===== src/hdl/jvs_pkg.sv =====
// ----------------------------------------------------------------------------
// Joystick velocity smoother package
// Shared constants, register map and control types.
// ----------------------------------------------------------------------------
`timescale 1ns / 1ps

package jvs_pkg;

  localparam int AXIS_FIELDS   = 8;
  localparam int BUTTON_FIELDS = 16;
  localparam int NUM_AXES      = 8;
  localparam int NUM_BUTTONS   = 16;
  localparam int AXIS_LIMIT    = (NUM_AXES < AXIS_FIELDS) ? NUM_AXES : AXIS_FIELDS;
  localparam int BUTTON_LIMIT  = (NUM_BUTTONS < BUTTON_FIELDS) ? NUM_BUTTONS : BUTTON_FIELDS;
  localparam int AXIS_IW       = $clog2(AXIS_FIELDS);
  localparam int BTN_IW        = $clog2(BUTTON_FIELDS);
  localparam int NUM_LANES     = 3;

  localparam int PADDR_W = 5;
  localparam int PDATA_W = 32;

  localparam logic [16:0] ONE_Q16 = 17'h10000;

  localparam logic [2:0] REG_SCALE_X       = 3'd0;
  localparam logic [2:0] REG_SCALE_Y       = 3'd1;
  localparam logic [2:0] REG_SCALE_Z       = 3'd2;
  localparam logic [2:0] REG_SMOOTHING     = 3'd3;
  localparam logic [2:0] REG_TIMEOUT       = 3'd4;
  localparam logic [2:0] REG_AXIS_SELECT   = 3'd5;
  localparam logic [2:0] REG_BUTTON_SELECT = 3'd6;

  localparam logic [15:0] RST_SCALE_X       = 16'd1638;
  localparam logic [15:0] RST_SCALE_Y       = 16'd1638;
  localparam logic [15:0] RST_SCALE_Z       = 16'd2458;
  localparam logic [16:0] RST_SMOOTHING     = 17'd13107;
  localparam logic [15:0] RST_TIMEOUT       = 16'd50;
  localparam logic [11:0] RST_AXIS_SELECT   = 12'd513;
  localparam logic [14:0] RST_BUTTON_SELECT = 15'd2085;

  typedef struct packed {
    logic signed [15:0] scale_x;
    logic signed [15:0] scale_y;
    logic signed [15:0] scale_z;
    logic [16:0]        smoothing;
    logic [15:0]        timeout_ticks;
    logic [11:0]        axis_select;
    logic [14:0]        button_select;
  } cfg_t;

  typedef struct packed {
    logic        cmd_en;
    logic        vel_en;
    logic        to_zero;
    logic        clear;
    logic [16:0] weight;
  } lane_ctl_t;

  typedef struct packed {
    logic publish;
    logic grip_request;
    logic release_request;
  } flag_t;

  typedef struct packed {
    logic               publish;
    logic signed [15:0] vel_x;
    logic signed [15:0] vel_y;
    logic signed [15:0] vel_z;
    logic               grip_request;
    logic               release_request;
  } res_t;

endpackage


===== src/hdl/jvs_ctrl.sv =====
// ----------------------------------------------------------------------------
// Joystick velocity smoother control
// Deadman latch, activity and tick counting, button decode.
// ----------------------------------------------------------------------------
`timescale 1ns / 1ps

module jvs_ctrl (
  input  logic               clk,
  input  logic               rst_n,
  input  logic               accept,
  input  logic               kind,
  input  logic [4:0]         buttons_present,
  input  logic [15:0]        button_bits,
  input  jvs_pkg::cfg_t      cfg,
  output jvs_pkg::lane_ctl_t lane_ctl,
  output jvs_pkg::flag_t     flags
);

  logic        deadman_r, deadman_nxt;
  logic        active_r, active_nxt;
  logic [15:0] ticks_r, ticks_nxt;
  logic [4:0]  btn_n;
  logic        dm_on, grip_on, rel_on;
  logic        rep_acc, tick_acc;
  logic [16:0] elapsed;
  logic        timed_out;

  function automatic logic btn_on(input logic [4:0] idx, input logic [4:0] n,
                                  input logic [15:0] bits);
    logic hit;
    hit = (idx < n) ? bits[idx[jvs_pkg::BTN_IW-1:0]] : 1'b0;
    return hit;
  endfunction

  assign btn_n = (buttons_present > 5'(jvs_pkg::BUTTON_LIMIT)) ?
                 5'(jvs_pkg::BUTTON_LIMIT) : buttons_present;
  assign dm_on   = btn_on(cfg.button_select[4:0],   btn_n, button_bits);
  assign grip_on = btn_on(cfg.button_select[9:5],   btn_n, button_bits);
  assign rel_on  = btn_on(cfg.button_select[14:10], btn_n, button_bits);

  assign rep_acc   = accept && !kind;
  assign tick_acc  = accept && kind;
  assign elapsed   = {1'b0, ticks_r} + 17'd1;
  assign timed_out = elapsed > {1'b0, cfg.timeout_ticks};

  assign lane_ctl.cmd_en  = rep_acc;
  assign lane_ctl.vel_en  = tick_acc && (deadman_r || active_r);
  assign lane_ctl.to_zero = !deadman_r;
  assign lane_ctl.clear   = !deadman_r && active_r && timed_out;
  assign lane_ctl.weight  = (cfg.smoothing > jvs_pkg::ONE_Q16) ?
                            jvs_pkg::ONE_Q16 : cfg.smoothing;

  assign flags.publish         = kind && (deadman_r || active_r);
  assign flags.grip_request    = !kind && grip_on;
  assign flags.release_request = !kind && !grip_on && rel_on;

  always_comb begin
    deadman_nxt = deadman_r;
    active_nxt  = active_r;
    ticks_nxt   = ticks_r;
    if (rep_acc) begin
      deadman_nxt = dm_on;
      if (dm_on) begin
        active_nxt = 1'b1;
        ticks_nxt  = '0;
      end
    end else if (tick_acc) begin
      if (!deadman_r && active_r && timed_out) begin
        active_nxt = 1'b0;
      end
      ticks_nxt = elapsed[16] ? 16'hFFFF : elapsed[15:0];
    end
  end

  always_ff @(posedge clk) begin
    if (!rst_n) begin
      deadman_r <= 1'b0;
      active_r  <= 1'b0;
      ticks_r   <= '0;
    end else begin
      deadman_r <= deadman_nxt;
      active_r  <= active_nxt;
      ticks_r   <= ticks_nxt;
    end
  end

endmodule


===== config.mk =====
export PLATFORM = sky130hd
export DESIGN_NAME = jvs_ctrl
export DESIGN_NICKNAME = d
export VERILOG_FILES = /design/src/hdl/jvs_pkg.sv /design/src/hdl/jvs_ctrl.sv
export SDC_FILE = /design/constraint.sdc
export NUM_CORES = 1
export LEC_CHECK = 0
export ABC_AREA = 1
export CORE_MARGIN = 8
export CORE_UTILIZATION = 50
export CTS_BUF_LIST = sky130_fd_sc_hd__clkbuf_8
export DETAILED_ROUTE_END_ITERATION = 12
export DONT_BUFFER_PORTS = 1
export GPL_ROUTABILITY_DRIVEN = 0
export GPL_TIMING_DRIVEN = 1
export PLACE_DENSITY = 0.69
export SLEW_MARGIN = 20
export SYNTH_ARGS = -nofsm -noshare
export SYNTH_HDL_FRONTEND = slang
export SYNTH_SLANG_ARGS = --single-unit

===== constraint.sdc =====
create_clock -name clk -period 3.3 [get_ports clk]
set_clock_uncertainty 0.2 [all_clocks]
set_input_delay 0.495 -clock clk [delete_from_list [all_inputs] [get_ports clk]]
set_output_delay 0.495 -clock clk [all_outputs]
set_load 0.005 [all_outputs]

==> reports/qor.yml <==
final_core_util_pct: 54.2
area_delta_synth_final_pct: 6.94
synth_common_cells: "nand2_1 (102), inv_1 (81), nor2_1 (45), a21oi_1 (39), ha_1 (29)"
postRouteAntennaNets: 0
synth_warnings: 0
final_hold_viol_count: 0
synth_flop_cell: "dfxtp_1"
synth_cell_types: 39
cp.arrival_ns: 2.38
powerDensity_nw_per_um2: 209
drive_above_1_share_pct: 9.24
max_freq_ghz: 0.325
root_buffer: "clkbuf_8"
vias: 2638
final.setup.tns_ns: 0
clockBufferDepth: 2
dieWidth_microns: 87.3
final_max_slew_viol_count: 0
cap_violations: 0
htree_levels: 1
synth_area_leaders: "nand2_1 (15%), ha_1 (14%), dfxtp_1 (14%)"
cts_tree: "done"
worst-path-max-fanout: 4
grt_max_degree: 19
crit_required_ns: 2.60
worst_pin_slew_ns: 0.638
drt_iter0_drc: 139
place_inst: 496
post-synth-top-area-cell: "nand2_1"
clock_latency_ns: 0.26
synth_nets: 599
rsz0062_at_grt: "no"
grt_use_total_pct: 17.0
port_buffers: 0
async_flop_share_pct: 0
wire_per_inst_microns: 13.1
synthCells: 437
ys_seq_area_share_pct: 14.2
setup_violations: 0
layout.cells.non_filler: 503
overflow: 0
boundaryPins: 157
rows: 26
hp-class: "in -> reg"
drt-total-wl_microns: 6590
start_util_pct: 50.7
ir_drop_mv: 0.132
yosysMostFrequentCell: "nand2_1"
postCtsHoldBufs: 0
antenna_cells: 0
antenna_found_initial: 0
p_leak_uw: 0.00140
dp_hpwl_microns: 5430
synth_enable_flop_cells: 0
core_sq_um: 5010
synth.cell_area_sq_um: 2540
layout_worst_path_cycle_share_pct: 93.3
netlist.area_leader.share_pct: 15.1
dr.pass1.iters: 4
n_fill_cell: 565
startpoint_type: "register"
die_h_microns: 87.3
dieArea_sq_um: 7620
nets: 596
clock_sinks: 18
avgSynthCellArea_sq_um: 5.82
ys_ff_latch: 18
end_kind: "output pin"
drc: 0
status: "finished, final reports clean"
slew_headroom_pct: 57.4
path_class: "reg -> out"
grt_pass1_vias: 2507
numCtsBuffers: 3
grt_pass1_wl_microns: 10900
avgViaCountPerCell: 5.24
layout_min_cycle_time_ns: 3.08
clkTransAtPathRegs_ns: 0.08
[placed cells by master (no fill, tap or decap), types with 5 or more instances in the layout]
master    count
a21oi_1      39
dfxtp_1      16
ha_1         27
inv_1        80
nand2_1     100
nand2_2       6
nand3_1      24
nor2_1       42
nor2_4        5
o211ai_1      6
o21ai_0      27
xor2_1        8
[path summary, 6_finish.rpt]
kind	start	endpoint	slack (ns)	cells after the start
max reg2reg	ticks_r[1]	active_r	0.68	17
max	ticks_r[1]	lane_ctl[17]	0.22	14
min	kind	deadman_r	0.26	2
min reg2reg	active_r	active_r	0.27	2
[kinds of logic after synthesis]
kind of cell    share of synthesized area [%]
compound gates                           17.8
xor+xnor                                 3.10
fa+ha+maj                                14.3
buf+inv                                  15.3
flops                                    14.2
simple gates                             35.3
[flip-flops by register name, summed over array words and instances, names as in the netlist]
signal     count
deadman_r      1
ticks_r       16
active_r       1
[repair_timing]
action | 4_1_cts | 5_1_grt
pin swaps | 0 | 4
endpoints found under the hold margin | 0 | 0
resized for setup | 2 | 14
setup buffers | 0 | 3
setup endpoints to repair | 1 | 1
[report_power, final]
group,switching [uW],internal (uW)
clock,87.1,106
sequential,2.22,220
combinational,94.6,57.6
[area by class of cell]
cell class                      count  area (sq um)  share of cell area (%)
Clock buffer                        4          55.1                    2.03
Inverter                           86           325                    12.0
Multi-Input combinational cell    321          1860                    68.3
Sequential cell                    18           363                    13.4
Tap cell                           70          87.6                    3.22
Timing Repair Buffer                4          30.0                    1.10
[critical path, stage by stage, from the launching register on]
cell	delay, ns
dfxtp_2	0.37
ha_4	0.14
nand2_2	0.07
nor2_4	0.16
nand2_4	0.10
nor2_4	0.10
nand2_1	0.07
xor2_1	0.16
inv_2	0.07
ha_4	0.27
nand2_2	0.06
nor2_4	0.12
a21boi_1	0.19
nor2_1	0.08
a21oi_2	0.18
[through the flow]
| step | instance area, sq um | setup slack (ns) | power, uW | hold WS [ns] |
|---|---|---|---|---|
| 5_1_grt | 2720 | 0.00724 | 599 | 0.282 |
| 3_5_place_dp | 2570 | 0.215 | 374 | 0.256 |
| 4_1_cts | 2630 | 0.0215 | 563 | 0.260 |
| 2_1_floorplan | 2540 | 0.504 | 355 | 0.239 |
| 3_3_place_gp | 2570 | 0.223 | 370 | 0.251 |
| 6_report | 2720 | 0.220 | 568 | 0.264 |
[routing by layer]
layer / routed length [microns] / part of all wire [%] / vias to the layer above / track usage [%]
met5: 0 / 0 / - / 0
met4: 20 / 0.30 / 0 / 2.19
met3: 511 / 7.8 / 2 / 4.15
met2: 2890 / 44 / 93 / 28.0
met1: 3170 / 48 / 1156 / 22.1
li1: - / - / 1387 / -
Note: power is estimated with default switching activity, not from simulation.
