$ cat config.mk
export PLATFORM = sky130hd
export DESIGN_NAME = jvs_cfg
export DESIGN_NICKNAME = d
export VERILOG_FILES = /design/src/hdl/jvs_pkg.sv /design/src/hdl/jvs_cfg.sv
export SDC_FILE = /design/constraint.sdc
export NUM_CORES = 1
export LEC_CHECK = 0
export BUFFER_PORTS_ARGS = -buffer_cell sky130_fd_sc_hd__buf_2
export CAP_MARGIN = 20
export CORE_ASPECT_RATIO = 0.8
export CORE_MARGIN = 2
export CORE_UTILIZATION = 54
export CTS_CLUSTER_DIAMETER = 60
export CTS_CLUSTER_SIZE = 16
export DETAILED_ROUTE_END_ITERATION = 10
export PLACE_DENSITY_LB_ADDON = 0.3
export SYNTH_ARGS = -nofsm -noshare
export SYNTH_HDL_FRONTEND = slang
export SYNTH_SLANG_ARGS = --single-unit
$ cat constraint.sdc
create_clock -name clk -period 3.5 [get_ports clk]
set_clock_uncertainty 0.15 [all_clocks]
set_input_delay 0 -clock clk [delete_from_list [all_inputs] [get_ports clk]]
set_output_delay 0 -clock clk [all_outputs]
set_load 0.03 [all_outputs]
$ cat src/hdl/jvs_pkg.sv
// ----------------------------------------------------------------------------
// Joystick velocity smoother package
// Shared constants, register map and control types.
// ----------------------------------------------------------------------------
`timescale 1ns / 1ps

package jvs_pkg;

  localparam int AXIS_FIELDS   = 8;
  localparam int BUTTON_FIELDS = 16;
  localparam int NUM_AXES      = 8;
  localparam int NUM_BUTTONS   = 16;
  localparam int AXIS_LIMIT    = (NUM_AXES < AXIS_FIELDS) ? NUM_AXES : AXIS_FIELDS;
  localparam int BUTTON_LIMIT  = (NUM_BUTTONS < BUTTON_FIELDS) ? NUM_BUTTONS : BUTTON_FIELDS;
  localparam int AXIS_IW       = $clog2(AXIS_FIELDS);
  localparam int BTN_IW        = $clog2(BUTTON_FIELDS);
  localparam int NUM_LANES     = 3;

  localparam int PADDR_W = 5;
  localparam int PDATA_W = 32;

  localparam logic [16:0] ONE_Q16 = 17'h10000;

  localparam logic [2:0] REG_SCALE_X       = 3'd0;
  localparam logic [2:0] REG_SCALE_Y       = 3'd1;
  localparam logic [2:0] REG_SCALE_Z       = 3'd2;
  localparam logic [2:0] REG_SMOOTHING     = 3'd3;
  localparam logic [2:0] REG_TIMEOUT       = 3'd4;
  localparam logic [2:0] REG_AXIS_SELECT   = 3'd5;
  localparam logic [2:0] REG_BUTTON_SELECT = 3'd6;

  localparam logic [15:0] RST_SCALE_X       = 16'd1638;
  localparam logic [15:0] RST_SCALE_Y       = 16'd1638;
  localparam logic [15:0] RST_SCALE_Z       = 16'd2458;
  localparam logic [16:0] RST_SMOOTHING     = 17'd13107;
  localparam logic [15:0] RST_TIMEOUT       = 16'd50;
  localparam logic [11:0] RST_AXIS_SELECT   = 12'd513;
  localparam logic [14:0] RST_BUTTON_SELECT = 15'd2085;

  typedef struct packed {
    logic signed [15:0] scale_x;
    logic signed [15:0] scale_y;
    logic signed [15:0] scale_z;
    logic [16:0]        smoothing;
    logic [15:0]        timeout_ticks;
    logic [11:0]        axis_select;
    logic [14:0]        button_select;
  } cfg_t;

  typedef struct packed {
    logic        cmd_en;
    logic        vel_en;
    logic        to_zero;
    logic        clear;
    logic [16:0] weight;
  } lane_ctl_t;

  typedef struct packed {
    logic publish;
    logic grip_request;
    logic release_request;
  } flag_t;

  typedef struct packed {
    logic               publish;
    logic signed [15:0] vel_x;
    logic signed [15:0] vel_y;
    logic signed [15:0] vel_z;
    logic               grip_request;
    logic               release_request;
  } res_t;

endpackage

$ cat src/hdl/jvs_cfg.sv
// ----------------------------------------------------------------------------
// Joystick velocity smoother register file
// APB-style register bank for gains, smoothing, timeout and selections.
// ----------------------------------------------------------------------------
`timescale 1ns / 1ps

module jvs_cfg (
  input  logic                         clk,
  input  logic                         rst_n,
  input  logic                         psel,
  input  logic                         penable,
  input  logic                         pwrite,
  input  logic [jvs_pkg::PADDR_W-1:0]  paddr,
  input  logic [jvs_pkg::PDATA_W-1:0]  pwdata,
  output logic [jvs_pkg::PDATA_W-1:0]  prdata,
  output logic                         pready,
  output jvs_pkg::cfg_t                cfg
);

  jvs_pkg::cfg_t cfg_r;
  jvs_pkg::cfg_t cfg_nxt;
  logic [2:0]    idx;
  logic          wr;

  assign idx    = paddr[jvs_pkg::PADDR_W-1:2];
  assign wr     = psel && penable && pwrite;
  assign pready = 1'b1;
  assign cfg    = cfg_r;

  always_comb begin
    cfg_nxt = cfg_r;
    if (wr) begin
      case (idx)
        jvs_pkg::REG_SCALE_X:       cfg_nxt.scale_x       = pwdata[15:0];
        jvs_pkg::REG_SCALE_Y:       cfg_nxt.scale_y       = pwdata[15:0];
        jvs_pkg::REG_SCALE_Z:       cfg_nxt.scale_z       = pwdata[15:0];
        jvs_pkg::REG_SMOOTHING:     cfg_nxt.smoothing     = pwdata[16:0];
        jvs_pkg::REG_TIMEOUT:       cfg_nxt.timeout_ticks = pwdata[15:0];
        jvs_pkg::REG_AXIS_SELECT:   cfg_nxt.axis_select   = pwdata[11:0];
        jvs_pkg::REG_BUTTON_SELECT: cfg_nxt.button_select = pwdata[14:0];
        default: ;
      endcase
    end
  end

  always_comb begin
    case (idx)
      jvs_pkg::REG_SCALE_X:       prdata = {16'd0, cfg_r.scale_x};
      jvs_pkg::REG_SCALE_Y:       prdata = {16'd0, cfg_r.scale_y};
      jvs_pkg::REG_SCALE_Z:       prdata = {16'd0, cfg_r.scale_z};
      jvs_pkg::REG_SMOOTHING:     prdata = {15'd0, cfg_r.smoothing};
      jvs_pkg::REG_TIMEOUT:       prdata = {16'd0, cfg_r.timeout_ticks};
      jvs_pkg::REG_AXIS_SELECT:   prdata = {20'd0, cfg_r.axis_select};
      jvs_pkg::REG_BUTTON_SELECT: prdata = {17'd0, cfg_r.button_select};
      default:                    prdata = '0;
    endcase
  end

  always_ff @(posedge clk) begin
    if (!rst_n) begin
      cfg_r.scale_x       <= jvs_pkg::RST_SCALE_X;
      cfg_r.scale_y       <= jvs_pkg::RST_SCALE_Y;
      cfg_r.scale_z       <= jvs_pkg::RST_SCALE_Z;
      cfg_r.smoothing     <= jvs_pkg::RST_SMOOTHING;
      cfg_r.timeout_ticks <= jvs_pkg::RST_TIMEOUT;
      cfg_r.axis_select   <= jvs_pkg::RST_AXIS_SELECT;
      cfg_r.button_select <= jvs_pkg::RST_BUTTON_SELECT;
    end else begin
      cfg_r <= cfg_nxt;
    end
  end

endmodule

==> flow_summary_export.csv <==
group,metric,value,unit
power,power.density,398,mW/mm²
setup_path,worstPathCellList,"buf_2 > nor2b_1 > o2bb2ai_1 > o21a_1 > buf_2",
setup_path,path_max_fanout,39,
synthesis,ys_seq_area_share,41.6,%
floorplanning,io_pins,183,
power,power,2.51,mW
clocking,path_clk_slew,0.07,ns
sta,min_period,2.09,ns
setup_path,cp_common_cell,"buf_2",
final_layout,final_cell_mix,"buf_2, mux2i_1, dfxtp_1",
route,route.vias.total,4564,
clocking,numCtsBuffers,9,
setup_path,slowest_stage,"nor2b_1",
global_routing,grt_use_total,27.8,%
sta,max_slew_margin,39.1,%
synthesis,synth_edf_count,0,
sta,rsz0062_at_grt,"no",
final_layout,design_area,0.00630,mm²
route,viasPerCell,5.68,
clocking,clockBufferDepth,2,
global_routing,grt_pass1_vias,4475,
route,post-route-drc-count,0,
place,io_buffers,149,
global_routing,grt_pass1_wl,22900,µm
setup_path,startpoint_type,"input port",
clocking,htreeDepth,3,
synthesis,yosysUniqueCellTypes,37,
floorplanning,fp-row-count,31,
clocking,clock-sinks,108,
clocking,clk_latency,0.33,ns
place,placed_area,0.00585,mm²
sta,fin_setup_tns,0,ns
floorplanning,die_w,114,µm
synthesis,syn_avg_cell_area,9.54,µm²
route,drt_pass1_iterations,4,
sta,drv_slew,0,
clocking,tritoncts,"yes",
setup_path,crit_buf_inv,2,
hold_path,holdPathEnd,"cfg[63]",
final_layout,layout.cells.most_common,"buf_2",
setup_path,critPathTopFamily,"simple AND/OR/NAND/NOR gates",
synthesis,async_flop_share,0,%
synthesis,ys_ff_latch,108,
place,gp_congestion,0.831,
floorplanning,core_area,0.00919,mm²
sta,setup_ws,1.41,ns
clocking,post_cts_buffers,0,
setup_path,slowest_delay,0.81,ns
floorplanning,start_util,56.5,%
power,leakage,3.15,nW
run_status,status,"finished clean",
sta,max_freq,479,MHz
sta,tightest_slew,0.912,ns
setup_path,r2r_slack,2.60,ns
setup_path,r2r_end,"cfg[51]",
final_layout,synthToLayoutAreaGrowth,21.3,%
route,drt-total-wl,14500,µm
global_routing,antenna_found_initial,0,
power,peakVddDrop,269,µV
place,hpwl,9870,µm
final_layout,nets,726,
final_layout,drive_above_1_share,27.8,%
route,drtAntennaViolNets,0,
floorplanning,fp.dieH,91.7,µm
sta,period_share,59.7,%
setup_path,critPathRequiredTime,3.35,ns
place,place_ws,1.22,ns
flow_run,maxCapViolCount,0,
final_layout,diodes,0,
synthesis,syn_area,0.00519,mm²
final_layout,largest_reg_flops,108,
route,drt-initial-drc-count,314,
setup_path,r2r_cells,2,
sta,setup_viol,0,
hold_path,holdPathStages,2,
synthesis,synth_ff_type,"dfxtp_1",
clocking,clk_root_buffer_cell,"clkbuf_16",
hold_path,hp-start,"rst_n",
setup_path,reg2reg_from,"cfg[51]",
global_routing,grt_max_degree,77,
route,wire_per_inst,18.1,µm
synthesis,ys_warn_count,0,
floorplanning,dieArea,0.0104,mm²
setup_path,critPathCaptureType,"primary output",
sta,hold_viol_final,0,
setup_path,worstSetupPathType,"input port to primary output",
final_layout,fin_util,68.5,%
global_routing,gr-total-overflow,0,
setup_path,arrival,1.94,ns
synthesis,synthCells,544,
hold_path,hold_path_class,"input port to register",
synth_stat cells (2+ instances only):
library cell  count  area [µm²]
o211ai_1         13        97.6
buf_4            22         165
inv_1            21        78.8
o221ai_1          2        17.5
o21ai_0          20         100
buf_2             7        35.0
nor2_1            3        11.3
nand3_1           6        30.0
o22ai_1           6        37.5
conb_1            2        7.51
or2_2             3        18.8
or3_1             3        18.8
and3_1            5        31.3
clkbuf_1         27         101
o221a_2           7        78.8
dfxtp_1         108        2160
nand2b_1          6        37.5
a2111o_1          4        45.0
buf_6             4        45.0
nor2b_1          26         163
mux4_2            2        45.0
o32ai_1           4        35.0
o311ai_0          3        26.3
nand2_1          98         368
mux2i_1         124        1240
a221oi_1          7        61.3
routing by layer:
metal	up-vias	part of all wire, %	track usage [%]
met5	-	0	0
met4	0	1.4	7.83
met3	21	8.1	6.21
met2	205	46	46.0
met1	2205	44	36.6
li1	2133	-	-
worst max-delay path by stage:
| stage | slack [ns] | end | cells after the start | from |
|---|---|---|---|---|
| after detailed placement | 1.22 | cfg[81] | 5 | paddr[2] |
| after floorplan | 1.71 | prdata[10] | 3 | cfg[53] |
| after global routing | 1.35 | prdata[15] | 5 | paddr[4] |
| after global placement | 1.29 | cfg[78] | 5 | paddr[2] |
| after CTS | 1.47 | prdata[15] | 5 | paddr[4] |
| final | 1.41 | prdata[15] | 5 | paddr[4] |
power by group:
group	leakage (nW)	internal [mW]	switching, mW
Clock	0.139	0.520	0.440
Combinational	2.14	0.0971	0.204
Sequential	0.872	1.24	0.00855
stage by stage:
step           hold slack [ns]  cells
2_1_floorplan         -0.00778    558
5_1_grt                 0.0570    803
3_5_place_dp             0.102    771
3_3_place_gp             0.104    771
4_1_cts                0.00832    803
6_report                0.0173    803
cell type report:
class	instances	area (µm²)
Timing Repair Buffer	176	993
Clock buffer	12	256
Fill cell	746	2890
Sequential cell	108	2160
Tap cell	115	144
Multi-Input combinational cell	368	2640
Inverter	21	78.8
Clock inverter	3	22.5
kinds of logic after synthesis:
kind of cell | after synthesis | synth area share (%)
buffers and inverters | 82 | 8.48
DFF | 108 | 41.6
muxes | 127 | 25.0
other | 2 | 0.145
AOI/OAI and AO/OA | 68 | 9.93
and+or+nand+nor | 157 | 14.8
repair_timing:
item                                    CTS  global route
gates resized for setup                   0             0
hold buffers                             17             0
endpoints found under the setup margin    0             0
endpoints found under the hold margin   108             0
No activity file was read; power rests on OpenSTA's default activity.
