### config.mk
export PLATFORM = sky130hd
export DESIGN_NAME = jvs_lane
export DESIGN_NICKNAME = d
export VERILOG_FILES = /design/src/hdl/jvs_pkg.sv /design/src/hdl/jvs_lane.sv
export SDC_FILE = /design/constraint.sdc
export NUM_CORES = 2
export LEC_CHECK = 0
export BUFFER_PORTS_ARGS = -buffer_cell sky130_fd_sc_hd__buf_2
export CAP_MARGIN = 20
export CORE_ASPECT_RATIO = 1.75
export CORE_MARGIN = 3
export CORE_UTILIZATION = 37
export CTS_CLUSTER_DIAMETER = 50
export DETAILED_ROUTE_END_ITERATION = 8
export PLACE_DENSITY = 0.52
export REMOVE_ABC_BUFFERS = 1
export SETUP_SLACK_MARGIN = 0.15
export SYNTH_ARGS = -nofsm -noshare
export SYNTH_HDL_FRONTEND = slang
export SYNTH_SLANG_ARGS = --single-unit
export TNS_END_PERCENT = 5
### constraint.sdc
create_clock -name clk -period 26.9 [get_ports clk]
set_input_delay 5.38 -clock clk [delete_from_list [all_inputs] [get_ports clk]]
set_output_delay 5.38 -clock clk [all_outputs]
set_load 0.05 [all_outputs]
### src/hdl/jvs_pkg.sv
// ----------------------------------------------------------------------------
// Joystick velocity smoother package
// Shared constants, register map and control types.
// ----------------------------------------------------------------------------
`timescale 1ns / 1ps

package jvs_pkg;

  localparam int AXIS_FIELDS   = 8;
  localparam int BUTTON_FIELDS = 16;
  localparam int NUM_AXES      = 8;
  localparam int NUM_BUTTONS   = 16;
  localparam int AXIS_LIMIT    = (NUM_AXES < AXIS_FIELDS) ? NUM_AXES : AXIS_FIELDS;
  localparam int BUTTON_LIMIT  = (NUM_BUTTONS < BUTTON_FIELDS) ? NUM_BUTTONS : BUTTON_FIELDS;
  localparam int AXIS_IW       = $clog2(AXIS_FIELDS);
  localparam int BTN_IW        = $clog2(BUTTON_FIELDS);
  localparam int NUM_LANES     = 3;

  localparam int PADDR_W = 5;
  localparam int PDATA_W = 32;

  localparam logic [16:0] ONE_Q16 = 17'h10000;

  localparam logic [2:0] REG_SCALE_X       = 3'd0;
  localparam logic [2:0] REG_SCALE_Y       = 3'd1;
  localparam logic [2:0] REG_SCALE_Z       = 3'd2;
  localparam logic [2:0] REG_SMOOTHING     = 3'd3;
  localparam logic [2:0] REG_TIMEOUT       = 3'd4;
  localparam logic [2:0] REG_AXIS_SELECT   = 3'd5;
  localparam logic [2:0] REG_BUTTON_SELECT = 3'd6;

  localparam logic [15:0] RST_SCALE_X       = 16'd1638;
  localparam logic [15:0] RST_SCALE_Y       = 16'd1638;
  localparam logic [15:0] RST_SCALE_Z       = 16'd2458;
  localparam logic [16:0] RST_SMOOTHING     = 17'd13107;
  localparam logic [15:0] RST_TIMEOUT       = 16'd50;
  localparam logic [11:0] RST_AXIS_SELECT   = 12'd513;
  localparam logic [14:0] RST_BUTTON_SELECT = 15'd2085;

  typedef struct packed {
    logic signed [15:0] scale_x;
    logic signed [15:0] scale_y;
    logic signed [15:0] scale_z;
    logic [16:0]        smoothing;
    logic [15:0]        timeout_ticks;
    logic [11:0]        axis_select;
    logic [14:0]        button_select;
  } cfg_t;

  typedef struct packed {
    logic        cmd_en;
    logic        vel_en;
    logic        to_zero;
    logic        clear;
    logic [16:0] weight;
  } lane_ctl_t;

  typedef struct packed {
    logic publish;
    logic grip_request;
    logic release_request;
  } flag_t;

  typedef struct packed {
    logic               publish;
    logic signed [15:0] vel_x;
    logic signed [15:0] vel_y;
    logic signed [15:0] vel_z;
    logic               grip_request;
    logic               release_request;
  } res_t;

endpackage

### src/hdl/jvs_lane.sv
// ----------------------------------------------------------------------------
// Joystick velocity smoother lane
// One velocity axis: axis pick and gain to a command, exponential average.
// ----------------------------------------------------------------------------
`timescale 1ns / 1ps

module jvs_lane (
  input  logic                      clk,
  input  logic                      rst_n,
  input  jvs_pkg::lane_ctl_t        ctl,
  input  logic [3:0]                axis_idx,
  input  logic [3:0]                axes_n,
  input  logic signed [15:0]        axes [jvs_pkg::AXIS_FIELDS],
  input  logic signed [15:0]        gain,
  output logic signed [15:0]        vel_nxt
);

  logic signed [15:0] command_r, command_nxt;
  logic signed [15:0] velocity_r;
  logic signed [15:0] axis_val;
  logic signed [31:0] cmd_prod;
  logic signed [16:0] cmd_sh, cmd_q;
  logic               cmd_rnd;
  logic signed [15:0] target;
  logic signed [16:0] diff;
  logic signed [17:0] wgt;
  logic signed [34:0] mix_prod, base, sum;
  logic signed [18:0] bl_sh, bl_q;
  logic               bl_rnd;
  logic signed [15:0] blended;

  function automatic logic signed [15:0] sat16(input logic signed [18:0] x);
    logic signed [15:0] r;
    if (x > 19'sd32767) begin
      r = 16'sh7FFF;
    end else if (x < -19'sd32768) begin
      r = 16'sh8000;
    end else begin
      r = x[15:0];
    end
    return r;
  endfunction

  assign axis_val = axes[axis_idx[jvs_pkg::AXIS_IW-1:0]];
  assign cmd_prod = gain * axis_val;
  assign cmd_sh   = cmd_prod[31:15];
  assign cmd_rnd  = cmd_prod[31] && (|cmd_prod[14:0]);
  assign cmd_q    = cmd_sh + {16'd0, cmd_rnd};

  always_comb begin
    command_nxt = command_r;
    if (ctl.cmd_en && (axis_idx < axes_n)) begin
      command_nxt = sat16(19'(cmd_q));
    end
  end

  assign target   = ctl.to_zero ? 16'sd0 : command_r;
  assign diff     = 17'(target) - 17'(velocity_r);
  assign wgt      = $signed({1'b0, ctl.weight});
  assign mix_prod = diff * wgt;
  assign base     = {{3{velocity_r[15]}}, velocity_r, 16'd0};
  assign sum      = base + mix_prod;
  assign bl_sh    = sum[34:16];
  assign bl_rnd   = sum[34] && (|sum[15:0]);
  assign bl_q     = bl_sh + {18'd0, bl_rnd};
  assign blended  = sat16(bl_q);

  always_comb begin
    vel_nxt = velocity_r;
    if (ctl.vel_en) begin
      vel_nxt = ctl.clear ? 16'sd0 : blended;
    end
  end

  always_ff @(posedge clk) begin
    if (!rst_n) begin
      command_r  <= '0;
      velocity_r <= '0;
    end else begin
      command_r  <= command_nxt;
      velocity_r <= vel_nxt;
    end
  end

endmodule

==> results summary <==
The required arrival time at the worst endpoint came out at 21,520 ps. The average wire length per cell after detail routing came out at 18.9 um. Routability-driven placement finished with a final weighted congestion of 0.942.

The final clock skew came out at 3.69 ps. The tree is rooted in a sky130_fd_sc_hd__clkbuf_16. The average instance area after synthesis came out at 8.80 um2.

The global-route congestion overflow total is 0. The synthesized netlist occupies a cell area of 24,600 um2. Setup violations remaining at the end of the flow were counted as 0.

In this run the vertical extent of the chip is 347 um. The number of global-route vias before repair came out at 22,100. For this run, the leading register cell type out of synthesis is sky130_fd_sc_hd__dfxtp_1.

The setup slack on the worst flop-to-flop path came out at 14,870 ps. The pre-antenna-repair detailed-routing pass consisted of 5 iterations. The buffers plus inverters on the worst setup path is 7. The chip width came out at 201 um. The total via count in the routed design came out at 19,300. The TritonCTS clock tree is yes. The overall track demand over capacity in global routing came out at 0.210. Gates resized during post-CTS repair numbered 0.

sky130_fd_sc_hd__fa_1 takes more of the synthesized area than any other cell. The measured slew at the worst slew-check pin came out at 1140 ps. Clock tree synthesis found a total of 32 sinks. The area growth from synthesis to final layout is 7.99%. Sorting the synthesized cells by area gives the leading types as sky130_fd_sc_hd__fa_1 41%, sky130_fd_sc_hd__ha_1 12%, sky130_fd_sc_hd__inv_1 9.4%. The cell that appears most often on the critical path is sky130_fd_sc_hd__fa_1. The number of nets in the layout came out at 3,837. The layout filler cell count came out at 6,637.

The cell family with the largest share of critical-path delay is compound AO/OA/AOI/OAI gates. After legalization and detailed placement, the total HPWL measured 64,000 um. Counting flops with a built-in enable in the synthesized netlist gives 0.

The worst setup path is of the in2out kind. The longest clock path from root to sink contains 2 buffers. The synthesized design contains 32 register bits. The residual DRC count is 0. The floorplan step defined a core boundary enclosing 65,600 um2.

The routed design could run at a clock period as short as 22,690 ps. The global-route wire length before repair came out at 117,000 um. The post-synthesis instance total is 2,799. The top-level I/O count came out at 191. The maximum single-stage delay on the critical path is 920 ps. The worst hold path belongs to the class reg2reg. For this configuration, the core starts out at a cell density of 0.375. The worst setup path is launched from an input port. The flow ran to the end, and the final reports show no timing, DRC or antenna violations. The count of cell types in the netlist is 90.

Based on the critical path, the design can be clocked at up to 44.1 MHz. In this run the worst path has a maximum fanout of 19. Setup repair after global routing left no endpoint under its margin.

The via density per instance is 5.09. The worst setup path is captured at an output pin. The critical path starts at ctl[18]. The worst relative slew slack came out at 0.237. The critical path arrival came out at 17,310 ps. Summed over all failing endpoints, the final setup total negative slack is 0 ps.

The area share of the largest cell type after synthesis came out at 0.411. The post-route antenna net violation count is 0. In this run the critical register-to-register path is launched from velocity_r[0]. The hold violation total from the final report is 0. The insertion delay to the later sink of the worst-skew pair came out at 290 ps. The largest net degree at the start of global routing is 34. Of the synthesized area, sequential elements account for 0.0260. The slowest stage of the critical path is the sky130_fd_sc_hd__a21oi_1 cell. Row generation in the floorplan step produced 124 rows.

In this run the most critical hold path is launched from command_r[1]. The final max-slew violation count was 0. The fraction of registers with async set or reset after synthesis came out at 0.

The number of antenna violations at the first check in global routing came out at 1. In this run, post-CTS hold repair placed 0 buffers. The number of design-rule violations left by the first detailed-router iteration is 521. The clock-pin slew reported for the worst setup and hold paths after clock tree synthesis came out at 60 ps. The H-tree generated during clock tree synthesis spans 2 levels. Dividing the final minimum period by the clock period gives 0.843. The setup fix buffers added after clock tree synthesis came out at 0. The die footprint is 69,800 um2.

The number of maximum-capacitance violations came out at 0. The total wire length came out at 71,800 um. The number of buffers added by the clock tree synthesis step came out at 5. The share of layout cells above drive strength 1 came out at 0.113. Yosys printed 0 warnings. The number of buffer cells added on primary ports is 190.
## cells in the mapped netlist, drive strengths merged (18+ instances only)
cell	count
a211oi	24
a21oi	76
and2	145
clkbuf	87
dfxtp	32
fa	505
ha	243
inv	618
mux4	32
nand2	369
nand2b	20
nand3	21
nor2	88
nor2b	109
nor3	25
o21a	18
o21ai	53
or2	28
xnor2	56
xor2	37
## cell type report
cell class | count | area, um2 | area share
repair buffers | 207 | 1080 | 0.0406
multi-input cells | 2050 | 21300 | 0.801
well taps | 882 | 1100 | 0.0415
clock inverters | 3 | 23.8 | 0.000894
inverters | 618 | 2320 | 0.0872
diodes | 1 | 2.50 | 0.0000941
flip-flops and latches | 32 | 641 | 0.0241
clock buffers | 5 | 125 | 0.00471
## flip-flops by register name (all words and copies together), names as in the netlist
| register | flops |
|---|---|
| command_r | 16 |
| velocity_r | 16 |
## worst reg2reg max path: cells and delay by family (launching register included)
family / cells / cell delay, ps
AOI/OAI and AO/OA: 20 / 4610
DFF: 1 / 380
adders and majority gates: 11 / 4340
buffers and inverters: 5 / 540
xor gates and xnor gates: 1 / 190
and+or+nand+nor: 7 / 1840
## through the flow
| stage | cell area [um2] | cells | setup WS (ps) | utilization | hold WS (ps) |
|---|---|---|---|---|---|
| floorplan | 24200 | 2700 | 5380 | - | 452 |
| global placement | 26400 | 3789 | 4400 | 0.403 | 492 |
| detailed placement | 26400 | 3789 | 4270 | 0.403 | 494 |
| CTS | 26600 | 3797 | 4210 | 0.405 | 502 |
| global route | 26600 | 3797 | 3310 | 0.405 | 525 |
| finish | 26600 | 3798 | 4210 | 0.405 | 502 |
## placed cells by master (no fill, tap or decap), types with 55 or more instances in the layout
cell / n
sky130_fd_sc_hd__fa_1: 505
sky130_fd_sc_hd__ha_1: 243
sky130_fd_sc_hd__nor2_1: 86
sky130_fd_sc_hd__xnor2_1: 55
sky130_fd_sc_hd__and2_1: 144
sky130_fd_sc_hd__nor2b_1: 109
sky130_fd_sc_hd__buf_2: 190
sky130_fd_sc_hd__inv_1: 618
sky130_fd_sc_hd__nand2_1: 369
sky130_fd_sc_hd__a21oi_1: 74
## logic make-up (layout without fill, tap and decap cells)
group / Yosys count / count (layout) / synth area share
AND/OR/NAND/NOR: 872 / 872 / 0.176
multiplexers: 51 / 51 / 0.0376
buffers and inverters: 717 / 833 / 0.110
adder cells (fa/ha/maj): 751 / 751 / 0.535
flip-flops: 32 / 32 / 0.0260
other: 0 / 1 / 0
XOR/XNOR: 93 / 93 / 0.0331
AO/OA/AOI/OAI: 283 / 283 / 0.0816
## layer usage
metal	routed length [um]	GRT usage	part of all wire	vias up
met1	23900	0.203	0.33	9786
met4	4070	0.0979	0.057	0
met3	2030	0.0129	0.028	176
met2	41800	0.439	0.58	483
li1	-	-	-	8894
met5	0	0	0	-
## path summary, 6_finish.rpt
kind | endpoint | cells after the start
setup / recovery | vel_nxt[1] | 46
hold / removal | command_r[1] | 2
setup reg to reg | velocity_r[1] | 44
hold reg to reg | command_r[1] | 2
Power is not shown: default switching activity piles up to over one toggle a cycle in this logic, so the estimate is an artifact.
