<file path="config.mk">
export PLATFORM = sky130hd
export DESIGN_NAME = jvs_merge
export DESIGN_NICKNAME = d
export VERILOG_FILES = /design/src/hdl/jvs_pkg.sv /design/src/hdl/jvs_merge.sv
export SDC_FILE = /design/constraint.sdc
export NUM_CORES = 1
export LEC_CHECK = 0
export CORE_MARGIN = 1
export CORE_UTILIZATION = 62
export CTS_CLUSTER_SIZE = 14
export DETAILED_ROUTE_END_ITERATION = 6
export DONT_BUFFER_PORTS = 1
export PLACE_DENSITY = 0.88
export SYNTH_ARGS = -nofsm -noshare
export SYNTH_HDL_FRONTEND = slang
export SYNTH_SLANG_ARGS = --single-unit
</file>
<file path="constraint.sdc">
create_clock -name clk -period 7.5 [get_ports clk]
set_input_delay 0 -clock clk [delete_from_list [all_inputs] [get_ports clk]]
set_output_delay 0 -clock clk [all_outputs]
set_load 0.005 [all_outputs]
</file>
<file path="src/hdl/jvs_pkg.sv">
// ----------------------------------------------------------------------------
// Joystick velocity smoother package
// Shared constants, register map and control types.
// ----------------------------------------------------------------------------
`timescale 1ns / 1ps

package jvs_pkg;

  localparam int AXIS_FIELDS   = 8;
  localparam int BUTTON_FIELDS = 16;
  localparam int NUM_AXES      = 8;
  localparam int NUM_BUTTONS   = 16;
  localparam int AXIS_LIMIT    = (NUM_AXES < AXIS_FIELDS) ? NUM_AXES : AXIS_FIELDS;
  localparam int BUTTON_LIMIT  = (NUM_BUTTONS < BUTTON_FIELDS) ? NUM_BUTTONS : BUTTON_FIELDS;
  localparam int AXIS_IW       = $clog2(AXIS_FIELDS);
  localparam int BTN_IW        = $clog2(BUTTON_FIELDS);
  localparam int NUM_LANES     = 3;

  localparam int PADDR_W = 5;
  localparam int PDATA_W = 32;

  localparam logic [16:0] ONE_Q16 = 17'h10000;

  localparam logic [2:0] REG_SCALE_X       = 3'd0;
  localparam logic [2:0] REG_SCALE_Y       = 3'd1;
  localparam logic [2:0] REG_SCALE_Z       = 3'd2;
  localparam logic [2:0] REG_SMOOTHING     = 3'd3;
  localparam logic [2:0] REG_TIMEOUT       = 3'd4;
  localparam logic [2:0] REG_AXIS_SELECT   = 3'd5;
  localparam logic [2:0] REG_BUTTON_SELECT = 3'd6;

  localparam logic [15:0] RST_SCALE_X       = 16'd1638;
  localparam logic [15:0] RST_SCALE_Y       = 16'd1638;
  localparam logic [15:0] RST_SCALE_Z       = 16'd2458;
  localparam logic [16:0] RST_SMOOTHING     = 17'd13107;
  localparam logic [15:0] RST_TIMEOUT       = 16'd50;
  localparam logic [11:0] RST_AXIS_SELECT   = 12'd513;
  localparam logic [14:0] RST_BUTTON_SELECT = 15'd2085;

  typedef struct packed {
    logic signed [15:0] scale_x;
    logic signed [15:0] scale_y;
    logic signed [15:0] scale_z;
    logic [16:0]        smoothing;
    logic [15:0]        timeout_ticks;
    logic [11:0]        axis_select;
    logic [14:0]        button_select;
  } cfg_t;

  typedef struct packed {
    logic        cmd_en;
    logic        vel_en;
    logic        to_zero;
    logic        clear;
    logic [16:0] weight;
  } lane_ctl_t;

  typedef struct packed {
    logic publish;
    logic grip_request;
    logic release_request;
  } flag_t;

  typedef struct packed {
    logic               publish;
    logic signed [15:0] vel_x;
    logic signed [15:0] vel_y;
    logic signed [15:0] vel_z;
    logic               grip_request;
    logic               release_request;
  } res_t;

endpackage

</file>
<file path="src/hdl/jvs_merge.sv">
// ----------------------------------------------------------------------------
// Joystick velocity smoother merge
// Combine lane velocities and flags into a result word, two-entry buffer.
// ----------------------------------------------------------------------------
`timescale 1ns / 1ps

module jvs_merge (
  input  logic               clk,
  input  logic               rst_n,
  input  logic               push,
  input  jvs_pkg::flag_t     flags,
  input  logic signed [15:0] vel [jvs_pkg::NUM_LANES],
  output logic               in_ready,
  output logic               out_valid,
  input  logic               out_ready,
  output jvs_pkg::res_t      out_word
);

  jvs_pkg::res_t word;
  jvs_pkg::res_t main_r, main_nxt;
  jvs_pkg::res_t skid_r, skid_nxt;
  logic          main_v_r, main_v_nxt;
  logic          skid_v_r, skid_v_nxt;
  logic          pop;

  assign word.publish         = flags.publish;
  assign word.vel_x           = flags.publish ? vel[0] : 16'sd0;
  assign word.vel_y           = flags.publish ? vel[1] : 16'sd0;
  assign word.vel_z           = flags.publish ? vel[2] : 16'sd0;
  assign word.grip_request    = flags.grip_request;
  assign word.release_request = flags.release_request;

  assign pop       = main_v_r && out_ready;
  assign in_ready  = !skid_v_r;
  assign out_valid = main_v_r;
  assign out_word  = main_r;

  always_comb begin
    main_nxt   = main_r;
    main_v_nxt = main_v_r;
    skid_nxt   = skid_r;
    skid_v_nxt = skid_v_r;
    if (skid_v_r) begin
      if (pop) begin
        main_nxt   = skid_r;
        skid_v_nxt = 1'b0;
      end
    end else if (pop || !main_v_r) begin
      main_nxt   = word;
      main_v_nxt = push;
    end else if (push) begin
      skid_nxt   = word;
      skid_v_nxt = 1'b1;
    end
  end

  always_ff @(posedge clk) begin
    if (!rst_n) begin
      main_v_r <= 1'b0;
      skid_v_r <= 1'b0;
    end else begin
      main_v_r <= main_v_nxt;
      skid_v_r <= skid_v_nxt;
    end
  end

  always_ff @(posedge clk) begin
    main_r <= main_nxt;
    skid_r <= skid_nxt;
  end

`ifndef NO_ASSERTIONS
  a_skid_needs_main: assert property (@(posedge clk) disable iff (!rst_n)
    skid_v_r |-> main_v_r)
    else $error("skid entry held without main entry");

  a_quiet_zero: assert property (@(posedge clk) disable iff (!rst_n)
    (main_v_r && !main_r.publish) |->
      (main_r.vel_x == 16'sd0 && main_r.vel_y == 16'sd0 && main_r.vel_z == 16'sd0))
    else $error("non-published word carries velocity");

  a_grip_wins: assert property (@(posedge clk) disable iff (!rst_n)
    main_v_r |-> !(main_r.grip_request && main_r.release_request))
    else $error("grip and release raised together");

  a_tick_no_req: assert property (@(posedge clk) disable iff (!rst_n)
    (main_v_r && main_r.publish) |->
      (!main_r.grip_request && !main_r.release_request))
    else $error("published word carries gripper request");
`endif

endmodule

</file>
==> flow_summary.yaml, run 1 <==
clocking:
  h-tree-depth: 3
  cts_sinks: 104
  clk_pin_slew_worst_paths_ns: 0.09
  worstSkewPairLatency_ns: 0.35
  cts_tree: "done"
  cts_buffer_depth: 2
  root_buffer: "clkbuf_8"
  cts_buffers: 9
sta:
  fmax_mhz: 513
  grt_setup_unrepaired: "no"
  min_period_over_period_pct: 26.0
  tightest_slew_ns: 0.681
  report.final.hold_viol_count: 0
  min_period_ns: 1.95
  drv_slew: 0
  finalSetupTns_ns: 0
  setup-violations-final: 0
  finClkSkew_ns: 0.0138
  relSlewSlack_pct: 54.4
setup_path:
  r2r_start: "skid_v_r$_SDFF_PN0_"
  r2r_slack_ns: 5.55
  crit_start: "skid_v_r$_SDFF_PN0_"
  critical_path.startpoint_type: "register"
  critPathArrivalTime_ns: 1.95
  worstRegToRegCells: 2
  reg2reg_to: "out_word[35]$_DFFE_PP_"
  worst-path-max-fanout: 32
  crit_end: "out_word[35]$_DFFE_PP_"
  path_class: "reg2reg"
  required_ns: 7.50
  endpoint_kind: "register"
worst_hold_path:
  hp-start: "out_ready"
  hold_class: "in2reg"
logic_synthesis:
  yosysSeqAreaShare_pct: 74.6
  avgSynthCellArea_sq_um: 18.6
  netlist_instances: 224
  syn_area_sq_um: 4160
  ys_ff_latch: 104
  synth_nets: 279
  yosysWarnings: 0
  synth_cell_type_count: 18
global_route:
  grt_overflow: 0
  grt_max_degree: 51
  use_met1_pct: 27.2
  grtUsageMet2_pct: 36.2
  busiest_layer: "met2"
  grt.total_usage_pct: 21.8
  grt_pass1_wl_microns: 11300
  first_global_vias: 2158
  gr-usage-met3_pct: 5.74
  antenna_found_initial: 0
floorplan:
  rows: 29
  die_h_microns: 83.9
  ios: 108
  core_sq_um: 6420
  dieWidth_microns: 83.9
  design.die.area_sq_um: 7040
  start_util_pct: 64.7
power_and_ir_drop:
  p_leak_nw: 1.84
  p_per_area_nw_per_um2: 238
  ir_worst_vdd_mv: 0.156
placement:
  gp_congestion: 0.718
  dp.cells: 293
  dp_hpwl_microns: 3910
  port_buffers: 0
  dpl_cell_area_sq_um: 4220
drt:
  routed_wl_microns: 7080
  num_vias: 2042
  postRouteAntennaNets: 0
  vias_per_cell: 5.59
  drt_iter0_markers: 142
  dr.pass1.iters: 7
  drc: 14
  wl_per_cell_microns: 19.4
run_status:
  status: "finished, violations left"
  violations: "DRC"
finish:
  diodes: 0
  syn_to_final_growth_pct: 20.3
  nets: 338
  fill_cells: 357
  fin_cells: 365
  final_cell_area_sq_um: 5000
  drive_above_1_share_pct: 25.0
flow_run:
  maxCapViolCount: 0
per-stage QoR:
stage	power (mW)	hold slack, ns	setup WS [ns]	util [%]
2_1_floorplan	0.795	0.0989	1.54	-
3_3_place_gp	0.806	0.0991	5.62	65.7
3_5_place_dp	0.809	0.0991	5.54	65.7
4_1_cts	1.19	0.0952	5.53	77.9
5_1_grt	1.23	0.0924	5.43	77.9
6_report	1.19	0.110	5.55	77.9
flip-flops by register name, indices dropped and copies added, names as in the netlist:
| name | count |
|---|---|
| skid_r | 51 |
| out_valid | 1 |
| out_word | 51 |
| skid_v_r | 1 |
per-layer routing:
metal	vias up	part of all wire [%]
met5	-	0
met4	0	1.6
met3	12	6.2
met2	80	50
met1	998	42
li1	952	-
worst min-delay path by stage:
stage	endpoint	slack, ns	depth (start not counted)
detailed placement	skid_r[0]$_DFFE_PP_	0.1	0
global placement	skid_r[1]$_DFFE_PP_	0.1	0
floorplan	skid_r[0]$_DFFE_PP_	0.1	0
finish	skid_r[40]$_DFFE_PP_	0.11	2
global route	skid_r[7]$_DFFE_PP_	0.09	2
CTS	skid_r[40]$_DFFE_PP_	0.1	2
final cells by class:
class                      count  area, sq um  area share [%]
sequential                   104         3100            62.0
multi-input combinational    108          990            19.8
timing repair buffer          59          593            11.9
clock buffer                  11          131            2.63
tap                           77         96.3            1.93
clock inverter                 5         81.3            1.63
inverter                       1         6.26           0.125
cells in the final DEF (no fill, tap or decap), types with 2 or more instances in the layout:
cell / synthesis / final
buf_4: 0 / 3
mux2_4: 9 / 9
edfxtp_1: 102 / 102
nand2_1: 2 / 2
clkbuf_1: 3 / 2
dlygate4sd3_1: 0 / 55
dfxtp_1: 2 / 2
bufinv_16: 0 / 2
mux2_2: 42 / 42
and2_1: 48 / 48
clkbuf_8: 0 / 9
critical path: stages (launching register included):
cell and delay, ns:
dfxtp_1 0.48, o21ai_4 0.62, buf_4 0.49
cell families (layout without fill, tap and decap cells):
kind of cell	count (synthesis)	in the layout	synth area share, %
buf+inv	12	76	2.20
compound gates	3	3	0.361
flops	104	104	74.6
simple gates	54	54	8.19
mux	51	51	14.6
synth_stat cells:
master	n	area (sq um)
nand3b_1	1	7.51
nand2_1	2	7.51
buf_12	1	20.0
edfxtp_1	102	3060
buf_6	3	33.8
buf_2	3	15.0
mux2_2	42	473
o21ai_0	2	10.0
clkbuf_2	1	5.00
dfxtp_1	2	40.0
a21oi_1	1	5.00
inv_4	1	6.26
nor2b_1	1	6.26
clkbuf_1	3	11.3
nor4bb_1	1	10.0
and3b_1	1	8.76
mux2_4	9	135
and2_1	48	300
power breakdown:
part           internal (mW)  switching, mW
registers              0.698         0.0258
logic                 0.0541         0.0458
clock network          0.188          0.176
total                  0.941          0.248
what timing repair did:
item | in CTS | in global routing
hold buffers | 56 | 0
resized for setup | 0 | 0
setup buffers | 0 | 0
endpoints found under the hold margin | 67 | 0
Power figures use the tool's default switching activity.
==> run 2, diff against run 1 <==
--- a/config.mk
+++ b/config.mk
@@ -5,6 +5,7 @@
 export SDC_FILE = /design/constraint.sdc
 export NUM_CORES = 1
 export LEC_CHECK = 0
+export ABC_AREA = 1
 export CORE_MARGIN = 1
 export CORE_UTILIZATION = 62
 export CTS_CLUSTER_SIZE = 14
==> constraint.sdc (replaced) <==
create_clock -name clk -period 1.9 [get_ports clk]
set_input_delay 0 -clock clk [delete_from_list [all_inputs] [get_ports clk]]
set_output_delay 0 -clock clk [all_outputs]
set_load 0.005 [all_outputs]
==> flow_summary.yaml, run 2 <==
logic_synthesis:
  synth_nets: 390
  avgSynthCellArea_sq_um: 12.1
  synth_top_area_share_pct: 75.5
  synth.most_common_cell: "nand2_1"
  ys_ff_latch: 104
  synth_cell_type_count: 13
  synth_flop_cell: "edfxtp_1"
  syn_area_sq_um: 4060
  yosysSeqAreaShare_pct: 76.5
  synth_common_cells: "nand2_1, edfxtp_1, inv_1"
  yosysTopAreaCell: "edfxtp_1"
  synthArstFlopShare_pct: 0
  synth_area_leaders: "edfxtp_1, nand2_1, o21ai_0"
  netlist_instances: 335
  yosysWarnings: 0
  synth_edf_count: 102
global_route:
  antenna_found_initial: 0
  grt_pass1_wl_microns: 11800
  grt_max_degree: 84
  grt.total_usage_pct: 22.7
  grt_overflow: 0
  first_global_vias: 2394
setup_path:
  r2r_start: "skid_v_r$_SDFF_PN0_"
  critical_path.startpoint_type: "register"
  worst-path-max-fanout: 83
  critPathArrivalTime_ns: 1.65
  worstRegToRegCells: 2
  required_ns: 1.97
  path_class: "reg2reg"
  endpoint_kind: "register"
  crit_start: "skid_v_r$_SDFF_PN0_"
drt:
  postRouteAntennaNets: 0
  drc: 0
  routed_wl_microns: 7460
  drt_iter0_markers: 152
  num_vias: 2481
  dr.pass1.iters: 4
  wl_per_cell_microns: 15.8
  vias_per_cell: 5.27
worst_hold_path:
  hp-start: "push"
  hold_depth: 3
  hold_class: "in2reg"
sta:
  relSlewSlack_pct: 53.7
  min_period_over_period_pct: 82.8
  grt_setup_unrepaired: "no"
  tightest_slew_ns: 0.694
  report.final.hold_viol_count: 0
  drv_slew: 0
  whs_ns: 0.221
  setup-violations-final: 0
  finClkSkew_ns: 0.00927
  finalSetupTns_ns: 0
  min_period_ns: 1.57
  setup_ws_ns: 0.326
  fmax_mhz: 635
placement:
  post-place-ws_ns: 0.307
  dp_hpwl_microns: 4090
  dpl_cell_area_sq_um: 4120
  gp_congestion: 0.769
  dp.cells: 401
  port_buffers: 0
power_and_ir_drop:
  swShare_pct: 21.0
  combPwrFrac_pct: 6.5
  p_per_area_nw_per_um2: 886
  p_int_mw: 3.40
  p_leak_nw: 2.05
  p_switching_mw: 0.906
  ir_worst_vdd_mv: 0.598
  fin_total_pwr_mw: 4.31
  pwr-share-seq_pct: 63.9
  p_clk_share_pct: 29.6
finish:
  layout_commonest_cell: "nand2_1"
  fill_cells: 386
  nets: 445
  fin_cells: 471
  fin_util_pct: 76.5
  seq_area_sq_um: 3110
  diodes: 0
  multi_input_area_sq_um: 686
  final_cell_area_sq_um: 4860
  drive_above_1_share_pct: 5.58
  syn_to_final_growth_pct: 19.8
  final_cell_mix: "nand2_1, edfxtp_1, dlygate4sd3_1"
clocking:
  cts_buffer_depth: 2
  post-cts-setup-buffers: 0
  h-tree-depth: 3
  ctsHoldBuffers: 55
  worstSkewPairLatency_ns: 0.35
  cts_sinks: 104
  cts_buffers: 9
  clk_pin_slew_worst_paths_ns: 0.09
  root_buffer: "clkbuf_8"
  cts_tree: "done"
  ctsResizeCount: 0
floorplan:
  rows: 29
  die_h_microns: 82.9
  core_sq_um: 6350
  start_util_pct: 63.9
  ios: 108
  dieWidth_microns: 82.9
  design.die.area_sq_um: 6870
run_status:
  status: "finished, final reports clean"
flow_run:
  maxCapViolCount: 0
==> run 2: changes by cell type in the layout (fill, tap and decap cells not counted), moves of 2 or more <==
cell | before | now
buf_4 | 3 | 5
o21ai_1 | 0 | 10
o21ai_0 | 1 | 39
nand2_1 | 2 | 110
mux2_2 | 42 | 0
and2_1 | 48 | 0
mux2_4 | 9 | 0
inv_1 | 0 | 51
==> run 2: final cells by class <==
cell class              count  area share, %
clock buffers              11           2.70
well taps                  77           1.98
inverters                  52           4.02
multi-input cells         163           14.1
repair buffers             60           12.3
clock inverters             4          0.953
flip-flops and latches    104           63.9
==> run 2: critical path: stages (launching register included) <==
cell	delay, ns
dfxtp_4	0.46
buf_4	0.59
o21ai_0	0.23
==> run 2: cells by family (layout without fill, tap and decap cells) <==
family          count (synthesis)  after routing  synth area share, %
compound gates                 50             50                 6.17
buf+inv                        68            127                 6.85
simple gates                  113            113                 10.5
flops                         104            104                 76.5
==> run 2: power by group through the flow <==
stage               Clock (mW)  Sequential (mW)  Combinational [mW]
global placement             0             2.80               0.154
floorplan                    0             2.78               0.140
finish                    1.27             2.75               0.281
detailed placement           0             2.80               0.166
global route              1.38             2.76               0.313
CTS                       1.29             2.75               0.277
==> run 2: path summary, 6_finish.rpt <==
| check | slack [ns] | end |
|---|---|---|
| min | 0.22 | skid_r[8]$_DFFE_PP_ |
| max reg2reg | 0.33 | out_word[19]$_DFFE_PP_ |
| max | 0.33 | out_word[19]$_DFFE_PP_ |
| min reg2reg | 0.53 | out_word[38]$_DFFE_PP_ |
==> run 2: routing by layer <==
layer	share of wire (%)	vias to the layer above	track usage, %
li1	-	1210	-
met5	0	-	0
met4	2.9	0	11.4
met2	51	106	37.2
met3	6.6	17	6.56
met1	40	1148	27.6
